`config.mk`:
```
export PLATFORM = sky130hd
export DESIGN_NAME = nmea_sentence_checksum_validator_top_flat
export DESIGN_NICKNAME = d
export VERILOG_FILES = /design/src/rtl/nscv_pkg.sv /design/src/rtl/nscv_ifs.sv /design/src/rtl/nscv_line_check.sv /design/src/rtl/nmea_sentence_checksum_validator_top.sv /design/src/flat_wrapper.sv
export SDC_FILE = /design/constraint.sdc
export NUM_CORES = 1
export LEC_CHECK = 0
export BUFFER_PORTS_ARGS = -buffer_cell sky130_fd_sc_hd__buf_2
export CORE_ASPECT_RATIO = 0.75
export CORE_MARGIN = 5
export CORE_UTILIZATION = 64
export DETAILED_ROUTE_END_ITERATION = 12
export PLACE_DENSITY_LB_ADDON = 0.2
export SYNTH_ARGS = -nofsm -noshare
export SYNTH_HDL_FRONTEND = slang
export SYNTH_SLANG_ARGS = --single-unit
```
`constraint.sdc`:
```
create_clock -name clk -period 10.51 [get_ports clk]
set_clock_uncertainty 0.15 [all_clocks]
set_input_delay 2.102 -clock clk [delete_from_list [all_inputs] [get_ports clk]]
set_output_delay 2.102 -clock clk [all_outputs]
set_load 0.02 [all_outputs]
```
`src/rtl/nscv_pkg.sv`:
```
// Package for the NMEA sentence checksum validator: codes, character
// constants, sizes and hex helpers. No dependencies.
package nscv_pkg;

    localparam int LINE_BUFFER_BYTES = 256;
    localparam int LIMIT_CAP         = LINE_BUFFER_BYTES - 1;
    localparam int MIN_LINE_BYTES    = 6;
    localparam int TAIL_BYTES        = 5;

    localparam logic [7:0] CH_DOLLAR = 8'h24;
    localparam logic [7:0] CH_STAR   = 8'h2A;
    localparam logic [7:0] CH_LF     = 8'h0A;
    localparam logic [7:0] CH_CR     = 8'h0D;
    localparam logic [7:0] CH_ZERO   = 8'h30;
    localparam logic [7:0] CH_NINE   = 8'h39;
    localparam logic [7:0] CH_UA     = 8'h41;
    localparam logic [7:0] CH_UF     = 8'h46;
    localparam logic [7:0] CNT_MAX   = 8'hFF;

    typedef enum logic [2:0] {
        ST_VALID     = 3'd0,
        ST_NO_DOLLAR = 3'd1,
        ST_FRAMING   = 3'd2,
        ST_MISMATCH  = 3'd3,
        ST_OVERFLOW  = 3'd4
    } line_status_t;

    typedef struct packed {
        line_status_t status;
        logic [7:0]   checksum;
        logic [7:0]   length;
    } verdict_t;

    function automatic logic [7:0] hex_char(input logic [3:0] nib);
        logic [7:0] n8;
        n8 = {4'h0, nib};
        return (nib < 4'd10) ? (CH_ZERO + n8) : (CH_UA + n8 - 8'd10);
    endfunction

    function automatic logic is_upper_hex(input logic [7:0] c);
        return ((c >= CH_ZERO) && (c <= CH_NINE)) || ((c >= CH_UA) && (c <= CH_UF));
    endfunction

endpackage

```
`src/rtl/nscv_ifs.sv`:
```
// Valid/ready channel interfaces: received byte, line verdict, config write.
// Depends on nothing.
interface nscv_byte_if;
    logic       valid;
    logic       ready;
    logic [7:0] data_byte;
    modport source (output valid, output data_byte, input ready);
    modport sink (input valid, input data_byte, output ready);
endinterface

interface nscv_result_if;
    logic       valid;
    logic       ready;
    logic [2:0] line_status;
    logic [7:0] computed_checksum;
    logic [7:0] line_length;
    modport source (output valid, output line_status, output computed_checksum,
                    output line_length, input ready);
    modport sink (input valid, input line_status, input computed_checksum,
                  input line_length, output ready);
endinterface

interface nscv_cfg_if;
    logic       valid;
    logic       ready;
    logic [7:0] max_line_length;
    modport source (output valid, output max_line_length, input ready);
    modport sink (input valid, input max_line_length, output ready);
endinterface

```
`src/rtl/nscv_line_check.sv`:
```
// Per-line state (running XOR, tail window, count, flags) and the verdict
// for a line feed. Depends on nscv_pkg.
module nscv_line_check (
    input  logic              clk,
    input  logic              rst_n,
    input  logic              step,
    input  logic [7:0]        data_byte,
    input  logic [7:0]        limit,
    output nscv_pkg::verdict_t verdict
);

    logic [7:0] xor_reg, xor_next;
    logic [7:0] win_reg [nscv_pkg::TAIL_BYTES];
    logic [7:0] win_next [nscv_pkg::TAIL_BYTES];
    logic [7:0] cnt_reg, cnt_next;
    logic       dollar_reg, dollar_next;
    logic       zero_reg, zero_next;
    logic       ovf_reg, ovf_next;
    logic [8:0] cnt_inc;
    logic       is_lf;
    logic       long_enough;
    logic [7:0] sum;
    logic       framing_bad;
    nscv_pkg::line_status_t status;

    always_comb
    begin
        cnt_inc     = {1'b0, cnt_reg} + 9'd1;
        is_lf       = (data_byte == nscv_pkg::CH_LF);
        dollar_next = (cnt_reg == 8'd0) ? (data_byte == nscv_pkg::CH_DOLLAR) : dollar_reg;
        xor_next    = (cnt_reg == 8'd0) ? xor_reg : (xor_reg ^ data_byte);
        zero_next   = zero_reg | (data_byte == 8'h00);
        ovf_next    = ovf_reg | (cnt_inc > {1'b0, limit});
        cnt_next    = cnt_inc[8] ? nscv_pkg::CNT_MAX : cnt_inc[7:0];
        for (int k = 0; k < nscv_pkg::TAIL_BYTES - 1; k++)
        begin
            win_next[k] = win_reg[k + 1];
        end
        win_next[nscv_pkg::TAIL_BYTES - 1] = data_byte;

        long_enough = (cnt_next >= 8'(nscv_pkg::MIN_LINE_BYTES));
        sum = 8'h00;
        if (long_enough)
        begin
            sum = xor_next ^ win_next[0] ^ win_next[1] ^ win_next[2]
                  ^ win_next[3] ^ win_next[4];
        end

        framing_bad = zero_next || !long_enough
                      || (win_next[0] != nscv_pkg::CH_STAR)
                      || (win_next[3] != nscv_pkg::CH_CR)
                      || !nscv_pkg::is_upper_hex(win_next[1])
                      || !nscv_pkg::is_upper_hex(win_next[2]);

        priority if (ovf_next)
            status = nscv_pkg::ST_OVERFLOW;
        else if (!dollar_next)
            status = nscv_pkg::ST_NO_DOLLAR;
        else if (framing_bad)
            status = nscv_pkg::ST_FRAMING;
        else if ((win_next[1] != nscv_pkg::hex_char(sum[7:4]))
                 || (win_next[2] != nscv_pkg::hex_char(sum[3:0])))
            status = nscv_pkg::ST_MISMATCH;
        else
            status = nscv_pkg::ST_VALID;

        verdict.status   = status;
        verdict.checksum = sum;
        verdict.length   = cnt_next;
    end

    // line feed ends the line and clears everything
    always_ff @(posedge clk or negedge rst_n)
    begin
        if (!rst_n)
        begin
            xor_reg    <= 8'h00;
            cnt_reg    <= 8'h00;
            dollar_reg <= 1'b0;
            zero_reg   <= 1'b0;
            ovf_reg    <= 1'b0;
            for (int k = 0; k < nscv_pkg::TAIL_BYTES; k++)
            begin
                win_reg[k] <= 8'h00;
            end
        end
        else if (step)
        begin
            if (is_lf)
            begin
                xor_reg    <= 8'h00;
                cnt_reg    <= 8'h00;
                dollar_reg <= 1'b0;
                zero_reg   <= 1'b0;
                ovf_reg    <= 1'b0;
                for (int k = 0; k < nscv_pkg::TAIL_BYTES; k++)
                begin
                    win_reg[k] <= 8'h00;
                end
            end
            else
            begin
                xor_reg    <= xor_next;
                cnt_reg    <= cnt_next;
                dollar_reg <= dollar_next;
                zero_reg   <= zero_next;
                ovf_reg    <= ovf_next;
                for (int k = 0; k < nscv_pkg::TAIL_BYTES; k++)
                begin
                    win_reg[k] <= win_next[k];
                end
            end
        end
    end

endmodule

```
`src/rtl/nmea_sentence_checksum_validator_top.sv`:
```
// NMEA sentence checksum validator top: input register, line checker,
// verdict register, config register. Depends on nscv_pkg, nscv_ifs, nscv_line_check.
// Order: the LF transfer loads the input register, and the verdict register is
//   loaded from it once the sink has freed that register.
// Throughput: one byte per cycle; the only stall is an LF whose verdict
//   register is still held by the sink.
// Reset (rst_n, async, active low): pipeline empty, line state cleared,
//   max_line_length = 255.
module nmea_sentence_checksum_validator_top (
    input  logic                clk,
    input  logic                rst_n,
    nscv_byte_if.sink           rx,
    nscv_result_if.source       verdict,
    nscv_cfg_if.sink            cfg
);

    // config register; limit is clamped to the line buffer size less one
    logic [7:0] max_len_reg;
    logic [7:0] limit;

    // input register
    logic       in_vld_reg;
    logic [7:0] byte_reg;

    // verdict register
    logic                 out_vld_reg, out_vld_next;
    nscv_pkg::verdict_t   out_reg;
    nscv_pkg::verdict_t   check_verdict;

    logic byte_is_lf;
    logic out_free;
    logic step;
    logic load;

    assign cfg.ready = 1'b1;

    always_ff @(posedge clk or negedge rst_n)
    begin
        if (!rst_n)
            max_len_reg <= 8'hFF;
        else if (cfg.valid)
            max_len_reg <= cfg.max_line_length;
    end

    always_comb
    begin
        if (int'(max_len_reg) > nscv_pkg::LIMIT_CAP)
            limit = nscv_pkg::LIMIT_CAP[7:0];
        else
            limit = max_len_reg;
    end

    // A byte in the input register moves on unless it is an LF and the
    // verdict register is still full.
    assign byte_is_lf = (byte_reg == nscv_pkg::CH_LF);
    assign out_free   = !out_vld_reg || verdict.ready;
    assign step       = in_vld_reg && (!byte_is_lf || out_free);
    assign load       = step && byte_is_lf;
    assign rx.ready   = !in_vld_reg || step;

    always_ff @(posedge clk or negedge rst_n)
    begin
        if (!rst_n)
            in_vld_reg <= 1'b0;
        else if (rx.ready)
            in_vld_reg <= rx.valid;
    end

    always_ff @(posedge clk)
    begin
        if (rx.ready && rx.valid)
            byte_reg <= rx.data_byte;
    end

    nscv_line_check u_check (
        .clk       (clk),
        .rst_n     (rst_n),
        .step      (step),
        .data_byte (byte_reg),
        .limit     (limit),
        .verdict   (check_verdict)
    );

    always_comb
    begin
        if (load)
            out_vld_next = 1'b1;
        else if (verdict.ready)
            out_vld_next = 1'b0;
        else
            out_vld_next = out_vld_reg;
    end

    always_ff @(posedge clk or negedge rst_n)
    begin
        if (!rst_n)
            out_vld_reg <= 1'b0;
        else
            out_vld_reg <= out_vld_next;
    end

    always_ff @(posedge clk)
    begin
        if (load)
            out_reg <= check_verdict;
    end

    assign verdict.valid             = out_vld_reg;
    assign verdict.line_status       = out_reg.status;
    assign verdict.computed_checksum = out_reg.checksum;
    assign verdict.line_length       = out_reg.length;

endmodule

```
`src/flat_wrapper.sv`:
```
// flat-port wrapper written by rule: the top's interface ports become plain ports
module nmea_sentence_checksum_validator_top_flat 
  (clk, rst_n, rx_valid, rx_data_byte, rx_ready, verdict_valid, verdict_line_status, verdict_computed_checksum, verdict_line_length, verdict_ready, cfg_valid, cfg_max_line_length, cfg_ready);
  nscv_byte_if rx_i ();
  nscv_result_if verdict_i ();
  nscv_cfg_if cfg_i ();
  input  logic clk;
  input  logic rst_n;
  input wire logic [$bits(rx_i.valid)-1:0] rx_valid;
  input wire logic [$bits(rx_i.data_byte)-1:0] rx_data_byte;
  output wire logic [$bits(rx_i.ready)-1:0] rx_ready;
  output wire logic [$bits(verdict_i.valid)-1:0] verdict_valid;
  output wire logic [$bits(verdict_i.line_status)-1:0] verdict_line_status;
  output wire logic [$bits(verdict_i.computed_checksum)-1:0] verdict_computed_checksum;
  output wire logic [$bits(verdict_i.line_length)-1:0] verdict_line_length;
  input wire logic [$bits(verdict_i.ready)-1:0] verdict_ready;
  input wire logic [$bits(cfg_i.valid)-1:0] cfg_valid;
  input wire logic [$bits(cfg_i.max_line_length)-1:0] cfg_max_line_length;
  output wire logic [$bits(cfg_i.ready)-1:0] cfg_ready;
  assign rx_i.valid = rx_valid;
  assign rx_i.data_byte = rx_data_byte;
  assign rx_ready = rx_i.ready;
  assign verdict_valid = verdict_i.valid;
  assign verdict_line_status = verdict_i.line_status;
  assign verdict_computed_checksum = verdict_i.computed_checksum;
  assign verdict_line_length = verdict_i.line_length;
  assign verdict_i.ready = verdict_ready;
  assign cfg_i.valid = cfg_valid;
  assign cfg_i.max_line_length = cfg_max_line_length;
  assign cfg_ready = cfg_i.ready;
  nmea_sentence_checksum_validator_top u_core (.clk(clk), .rst_n(rst_n), .rx(rx_i), .verdict(verdict_i), .cfg(cfg_i));
endmodule
```
; ---- Yosys cells after proc, flatten, opt, wreduce, memory -nomap -nowiden
; Index checks and enable logic that the tools add are counted.
[word_totals]
regBits = 88
output_inout_bits = 22
[classes]
add_sub_neg = 7
n_reduce_logical = 28
mux = 17
magnitude_cmp = 12
n_bitwise = 9
n_eq_ne = 6
[op_table]
columns = cell, count
row1 = 8-bit 2-to-1 mux, 7
row2 = 8-bit XOR, 6
row3 = 32-bit 2-to-1 mux, 1
row4 = "7-bit by 4-bit adder with 8-bit output, first input constant", 2
row5 = "8-bit by 6-bit >= comparator with 1-bit output, second input constant", 2
row6 = "8-bit by 7-bit >= comparator with 1-bit output, second input constant", 2
row7 = "8-bit by 6-bit <= comparator with 1-bit output, second input constant", 2
row8 = "8-bit by 7-bit <= comparator with 1-bit output, second input constant", 2
row9 = 8-bit logical NOT, 2
row10 = 8-bit inequality test, 2
row11 = "8-bit by 4-bit subtractor with 8-bit output, second input constant", 2
row12 = "6-bit by 4-bit adder with 7-bit output, first input constant", 2
row13 = 1-bit logical OR, 11
row14 = "8-bit by 1-bit adder with 9-bit output, second input constant", 1
row15 = 9-bit by 8-bit > comparator with 1-bit output, 1
row16 = "8-bit by 4-bit equality test with 1-bit output, second input constant", 1
row17 = "8-bit by 6-bit equality test with 1-bit output, second input constant", 1
row18 = "8-bit by 3-bit >= comparator with 1-bit output, second input constant", 1
row19 = "4-bit less-than comparator, second input constant", 2
row20 = "8-bit by 4-bit inequality test with 1-bit output, second input constant", 1
row21 = "8-bit by 6-bit inequality test with 1-bit output, second input constant", 1
row22 = 1-bit logical AND, 7
row23 = 1-bit 2-to-1 mux, 7
row24 = 1-bit logical NOT, 6
row25 = 5 further kinds, 7

; ---- Logic depth before layout (Yosys ltp)
; Gate-level depths: netlist (run 1).
[logic_depth]
ltp_word = 16
ltp_mapped = 15
mapped_depth_nobuf = 15

; ---- Modules after synthesis
; Synthesis (run 1) repeated with hierarchy kept, for this count alone.
[unflattened]
hier_cells = 452
area_unflattened_um2 = 5116.2
[modules_own_cells]
columns = mod, instances, cells_each, area_each_um2
row1 = nscv_line_check, 1, 393, 3827.4
row2 = nmea_sentence_checksum_validator_top, 1, 59, 1288.7

; ---- Least setup slack after synthesis (run 1)
; No wires, ideal clock.
[synth_timing]
path_type = input to output
from = input verdict_ready
to = output rx_ready
n_path_buf = 0
path_slack_ps = 5745
t_required_ps = 8258
t_arrival_ps = 2513
cell_stages = 3
path_cell_list = nand2b_1 > nor2_1 > nand2_1
[synth_via]
elab_chain_len = 4
[synth_rtl]
columns = item, line
row1 = "start, declared", flat_wrapper.sv:16  ; input wire logic [$bits(verdict_i.ready)-1:0] verdict_ready;
row2 = 1-bit logical OR, nmea_sentence_checksum_validator_top.sv:56  ; assign out_free = !out_vld_reg || verdict.ready;
row3 = 1-bit logical OR, nmea_sentence_checksum_validator_top.sv:57  ; assign step = in_vld_reg && (!byte_is_lf || out_free);
row4 = 1-bit logical AND, nmea_sentence_checksum_validator_top.sv:57
row5 = 1-bit logical OR, nmea_sentence_checksum_validator_top.sv:59  ; assign rx.ready = !in_vld_reg || step;
row6 = "end, declared", flat_wrapper.sv:11  ; output wire logic [$bits(rx_i.ready)-1:0] rx_ready;
; No other way between the ends.

; ---- Worst setup path in the final report (run 1)
; Same ends and word-level chain as after synthesis.

==> results.yml, run 1 <==
critical_path:
  cp-start-kind: "primary input"
  worst_ep_required_time_ps: 8260
  worst-setup-path-type: "primary input to primary output"
  crit_buf_inv: 2
  cp_max_fo: 4
  crit_chain: "buf_2 > nand2b_1 > nor2_1 > nand2_1 > buf_2"
  crit_cells: 5
  slowest_delay_ps: 200
  crit_top_cell: "buf_2"
  arrival_ps: 2780
  rr_worst_depth: 15
  crit_family: "simple AND/OR/NAND/NOR gates"
  r2r_slack_ps: 6050
  crit_path_end_kind: "primary output"
  cpMaxStageDelayCell: "nand2b_1"
run_status:
  outcome: "finished, final reports clean"
clock_network:
  cts_tree: "built"
  hold_buffers: 0
  h-tree-depth: 3
  clk_latency_ps: 370
  cts_setup_buffers: 0
  clock_path_buffers: 2
  cts_resized: 0
  cts_root_buf: "clkbuf_8"
  clock_sinks: 88
  cts_buffers: 9
  clk_pin_slew_worst_paths_ps: 80
floorplan:
  std_cell_rows: 27
  io_pins: 43
  initial_core_util_pct: 65.9
  die_y_um: 85.4
  dieArea_sq_mm: 0.00945
  fp.dieW_um: 111
  core_sq_mm: 0.00736
global_route:
  grt_pass1_wl_um: 18300
  antenna_found_initial: 0
  globalRouteOverflowTotal: 0
  grt_use_total_pct: 24.4
  grt_max_degree: 62
  grt_pass1_vias: 3516
synth:
  synthMuxAreaShare_pct: 1.62
  synthTopCellsByArea: "dfrtp_1, edfxtp_1, a22o_1"
  syn_nets: 487
  synth_cell_types: 64
  synth_top_cell_area_share_pct: 27.3
  synth_edf_count: 27
  synth_top_family_by_area: "compound AO/OA/AOI/OAI gates"
  synth-compound-area-share_pct: 16.8
  netlist.top_cell.by_area: "dfrtp_1"
  synthCells: 454
  synth_fa_ha_area_share_pct: 3.30
  ys_seq_area_share_pct: 48.3
  async_reset_ff_share_pct: 69.3
  syn_area_per_cell_sq_um: 10.7
  synth_xor_area_share_pct: 10.8
  ys.flop_type: "dfrtp_1"
  yosysWarnings: 0
  syn_area_sq_mm: 0.00486
  ys_seq_elements: 88
  synth_simple_gate_area_share_pct: 14.3
routing:
  drc_errors: 0
  dr.first_iter.drc_count: 336
  routed_via_density: 6.21
  firstDrtPassIters: 5
  wl_um: 11000
  vias: 3623
  postRouteAntennaNets: 0
  drt-wirelength-per-cell_um: 18.9
layout:
  utilization_pct: 71.9
  syn2layout_area_growth_pct: 9.04
  fin_nets: 510
  mostFrequentLayoutCells: "dfrtp_1, nand2_1, buf_2, a22o_1"
  fillers: 569
  num_antenna_cells: 0
  largest_register_ffs: 32
  layout_commonest_cell: "dfrtp_1"
  drive_above_1_share_pct: 19.1
  final_area_sq_mm: 0.00530
timing:
  slew_headroom_pct: 22.5
  period_needed_ps: 5030
  holdWs_ps: 345
  fin_ws_ps: 5480
  setup-violations-final: 0
  drv_slew: 0
  worstMarginPinSlew_ps: 1130
  max_freq_mhz: 199
  rsz0062_at_grt: "false"
  setup-tns-final_ps: 0
  finalCritPeriodShare_pct: 47.9
  timing_hold_violations_final: 0
power:
  power_density_mw_per_mm2: 264
  peakVddDrop_v: 0.000113
  p_leak_nw: 2.30
placed_design:
  pre_cts_ws_ps: 5490
  dpl_cell_area_sq_mm: 0.00508
  dpl.hpwl_um: 7840
  globalplace.congestion: 0.962
  io_buffers: 41
worst_hold_path:
  hold_path.class: "register to register"
  hold_path_depth: 1
job:
  maxCapViolations: 0
[cell families (layout without fill, tap and decap cells)]
family          after synthesis  count (layout)
compound gates              120             120
xor+xnor                     44              44
fa+ha+maj                    13              13
flops                        88              88
buf+inv                      54              82
simple gates                127             127
other cells                   1               1
mux                           7               7
[stage by stage]
stage / instances / power, mW
4_1_cts: 583 / 1.39
6_report: 583 / 1.40
5_1_grt: 583 / 1.49
2_1_floorplan: 454 / 0.994
3_5_place_dp: 567 / 1.14
3_3_place_gp: 567 / 1.10
[power breakdown]
| group | internal, mW | switching [mW] | leakage (nW) |
|---|---|---|---|
| Sequential | 0.417 | 0.0734 | 0.998 |
| Combinational | 0.291 | 0.360 | 1.19 |
| Clock | 0.134 | 0.123 | 0.111 |
[per-layer routing]
metal / global-route usage (%) / part of all wire [%]
met1: 34.9 / 46
met2: 36.3 / 44
met3: 6.70 / 8.4
met4: 8.05 / 2.2
met5: 0 / 0
[cell usage after synthesis (all sizes together) (20+ instances only)]
| master | number |
|---|---|
| dfrtp | 53 |
| xnor2 | 27 |
| a22o | 32 |
| a21oi | 28 |
| nand3 | 20 |
| inv | 22 |
| nand2 | 41 |
| o21ai | 31 |
| clkbuf | 20 |
| edfxtp | 27 |
[path summary, 6_finish.rpt]
| kind | start | to |
|---|---|---|
| setup / recovery | verdict_ready | rx_ready |
| hold / removal | u_core.u_check.xor_reg[0]$_DFFE_PN0P_ | u_core.u_check.xor_reg[0]$_DFFE_PN0P_ |
| setup reg to reg | u_core.u_check.cnt_reg[0]$_DFFE_PN0P_ | u_core.verdict.line_status[1]$_SDFFCE_PP0P_ |
| hold reg to reg | u_core.u_check.xor_reg[0]$_DFFE_PN0P_ | u_core.u_check.xor_reg[0]$_DFFE_PN0P_ |
| max in group asynchronous | rst_n | u_core.u_check.cnt_reg[7]$_DFFE_PN0P_ |
| min in group asynchronous | rst_n | u_core.u_check.xor_reg[6]$_DFFE_PN0P_ |
[cell type report]
cell class              count  area, sq um  area share [%]
well taps                 101          126            2.39
repair buffers             44          228            4.30
flip-flops and latches     88         2350            44.3
multi-input cells         312         2290            43.3
inverters                  22         82.6            1.56
clock inverters             7         95.1            1.80
clock buffers               9          124            2.34
Power figures use the tool's default switching activity.
==> run 2: changes to the inputs <==
--- a/config.mk
+++ b/config.mk
@@ -5,10 +5,11 @@
 export SDC_FILE = /design/constraint.sdc
 export NUM_CORES = 1
 export LEC_CHECK = 0
+export ABC_AREA = 1
 export BUFFER_PORTS_ARGS = -buffer_cell sky130_fd_sc_hd__buf_2
 export CORE_ASPECT_RATIO = 0.75
 export CORE_MARGIN = 5
-export CORE_UTILIZATION = 64
+export CORE_UTILIZATION = 54
 export DETAILED_ROUTE_END_ITERATION = 12
 export PLACE_DENSITY_LB_ADDON = 0.2
 export SYNTH_ARGS = -nofsm -noshare
==> constraint.sdc (replaced) <==
create_clock -name clk -period 4.3 [get_ports clk]
set_clock_uncertainty 0.15 [all_clocks]
set_input_delay 0.86 -clock clk [delete_from_list [all_inputs] [get_ports clk]]
set_output_delay 0.86 -clock clk [all_outputs]
set_load 0.02 [all_outputs]
==> run 2 against run 1 <==
  * Critical endpoint is now u_core.verdict.line_status[1]$_SDFFCE_PP0P_
  * Wire length rose by 22%
  * Setup slack got worse by 4500 ps
  * Flip-flop and latch count did not move
==> results.yml, run 2 <==
run_status:
  outcome: "finished, final reports clean"
synth:
  ys_seq_area_share_pct: 45.9
  ys_seq_elements: 88
  async_reset_ff_share_pct: 69.3
  syn_area_sq_mm: 0.00511
  synth_most_common_cell: "nand2_1"
  ys_top_cells_by_count: "nand2_1, inv_1, nand3_1"
  synth_top_cell_area_share_pct: 25.9
  synthTopCellsByArea: "dfrtp_1, edfxtp_1, nand2_1"
  synth_cell_types: 39
  yosysWarnings: 0
  ys.flop_type: "dfrtp_1"
  synthCells: 650
  syn_area_per_cell_sq_um: 7.87
  netlist.top_cell.by_area: "dfrtp_1"
  syn_nets: 683
  synth_edf_count: 27
routing:
  wl_um: 13400
  postRouteAntennaNets: 0
  routed_via_density: 5.61
  firstDrtPassIters: 6
  dr.first_iter.drc_count: 573
  drc_errors: 0
  vias: 4638
  drt-wirelength-per-cell_um: 16.2
clock_network:
  clock_sinks: 88
  clk_latency_ps: 340
  clk_pin_slew_worst_paths_ps: 60
  cts_tree: "built"
  cts_root_buf: "clkbuf_16"
  clock_path_buffers: 2
  h-tree-depth: 3
  hold_buffers: 0
  cts_buffers: 9
  cts_setup_buffers: 0
  cts_resized: 0
layout:
  syn2layout_area_growth_pct: 13.4
  seqCellArea_sq_mm: 0.00235
  largest_register_ffs: 32
  mostFrequentLayoutCells: "nand2_1, inv_1, nand3_1, dfrtp_1, buf_2"
  drive_above_1_share_pct: 14.6
  final_cells: 827
  final_area_sq_mm: 0.00580
  layout_commonest_cell: "nand2_1"
  fillers: 835
  num_antenna_cells: 0
  fin_nets: 727
  multi_input_area_sq_mm: 0.00230
worst_hold_path:
  hold_path.class: "register to register"
power:
  power_density_mw_per_mm2: 657
  p_leak_nw: 2.97
  peakVddDrop_v: 0.000345
floorplan:
  die_y_um: 94.3
  core_sq_mm: 0.00916
  initial_core_util_pct: 55.8
  fp.dieW_um: 122
  io_pins: 43
  dieArea_sq_mm: 0.0115
  std_cell_rows: 30
critical_path:
  worst_ep_required_time_ps: 4250
  cp_max_fo: 11
  cp-start-kind: "register"
  arrival_ps: 3310
  worst-setup-path-type: "register to register"
  crit_path_end_kind: "register"
placed_design:
  dpl_cell_area_sq_mm: 0.00545
  io_buffers: 41
  dpl.hpwl_um: 10200
  dp.cells: 811
  pre_cts_ws_ps: 990
  globalplace.congestion: 0.944
global_route:
  grt_pass1_vias: 4256
  grt_max_degree: 43
  grt-busiest-layer: "met1"
  globalRouteOverflowTotal: 0
  met1_usage_pct: 38.2
  met2_usage_pct: 34.1
  grt_use_total_pct: 24.9
  grt_pass1_wl_um: 22000
  met3_usage_pct: 7.59
  antenna_found_initial: 0
timing:
  finalCritPeriodShare_pct: 78.1
  setup-violations-final: 0
  setup-tns-final_ps: 0
  max_freq_mhz: 298
  timing_hold_violations_final: 0
  rsz0062_at_grt: "false"
  drv_slew: 0
  slew_headroom_pct: 35.0
  fin_ws_ps: 940
  period_needed_ps: 3360
  worstMarginPinSlew_ps: 976
job:
  maxCapViolations: 0
-- run 2: critical path, cell delays in order, from the launching register on --
cell     delay [ps]
dfrtp_1         410
inv_1           150
ha_1            180
nand2_1          70
nor2_2          170
nand2_2         200
o21ai_0         310
xnor2_1         220
nand2_1         180
ha_1            260
nand2_1          90
nand3_1          60
nand2_1         100
nand2_1          60
nand2_1          60
nand2_1          60
nor2_2          140
nand4_1         120
nand3_1          80
inv_1            40
-- run 2: path summary, 6_finish.rpt --
kind / slack (ps) / from / cells after the start / endpoint
setup / recovery: 940 / u_core.u_check.cnt_reg[0]$_DFFE_PN0P_ / 19 / u_core.verdict.line_status[1]$_SDFFCE_PP0P_
hold / removal: 350 / u_core.u_check.zero_reg$_DFFE_PN0P_ / 1 / u_core.u_check.zero_reg$_DFFE_PN0P_
setup reg to reg: 940 / u_core.u_check.cnt_reg[0]$_DFFE_PN0P_ / 19 / u_core.verdict.line_status[1]$_SDFFCE_PP0P_
hold reg to reg: 350 / u_core.u_check.zero_reg$_DFFE_PN0P_ / 1 / u_core.u_check.zero_reg$_DFFE_PN0P_
max in group asynchronous: 2680 / rst_n / 2 / u_core.limit[3]$_DFFE_PN1P_
min in group asynchronous: 520 / rst_n / 1 / u_core.u_check.win_next[31]$_DFFE_PN0P_
-- run 2: final cells by class --
cell class / instances / share of cell area [%]
Clock buffer: 11 / 4.19
Clock inverter: 5 / 1.79
Inverter: 105 / 6.80
Multi-Input combinational cell: 443 / 39.7
Sequential cell: 88 / 40.5
Tap cell: 128 / 2.76
Timing Repair Buffer: 47 / 4.32
-- run 2: cell families after synthesis --
| kind of cell | share of synthesized area, % |
|---|---|
| flip-flops | 45.9 |
| adder cells (fa/ha/maj) | 2.94 |
| other | 0.0733 |
| AND/OR/NAND/NOR | 29.2 |
| multiplexers | 0.220 |
| XOR/XNOR | 3.43 |
| AO/OA/AOI/OAI | 9.05 |
| buffers and inverters | 9.15 |
-- run 2: where the power goes --
group          total (mW)  switching, mW  internal (mW)
sequential           1.17          0.139           1.03
clock               0.902          0.318          0.584
combinational        1.74           1.16          0.586
total                3.81           1.61           2.20
-- run 2: routing by layer --
layer / wire, um / share of wire, %
met5: 0 / 0
met4: 95 / 0.71
met3: 1600 / 12
met2: 5440 / 41
met1: 6280 / 47
-- run 2: per-stage QoR --
step / total power, mW / hold WS, ps / util (%)
floorplan: 2.48 / 313 / -
global placement: 2.83 / 329 / 59.5
detailed placement: 2.87 / 341 / 59.5
CTS: 3.79 / 353 / 63.3
global route: 4.10 / 371 / 63.3
finish: 3.81 / 354 / 63.3
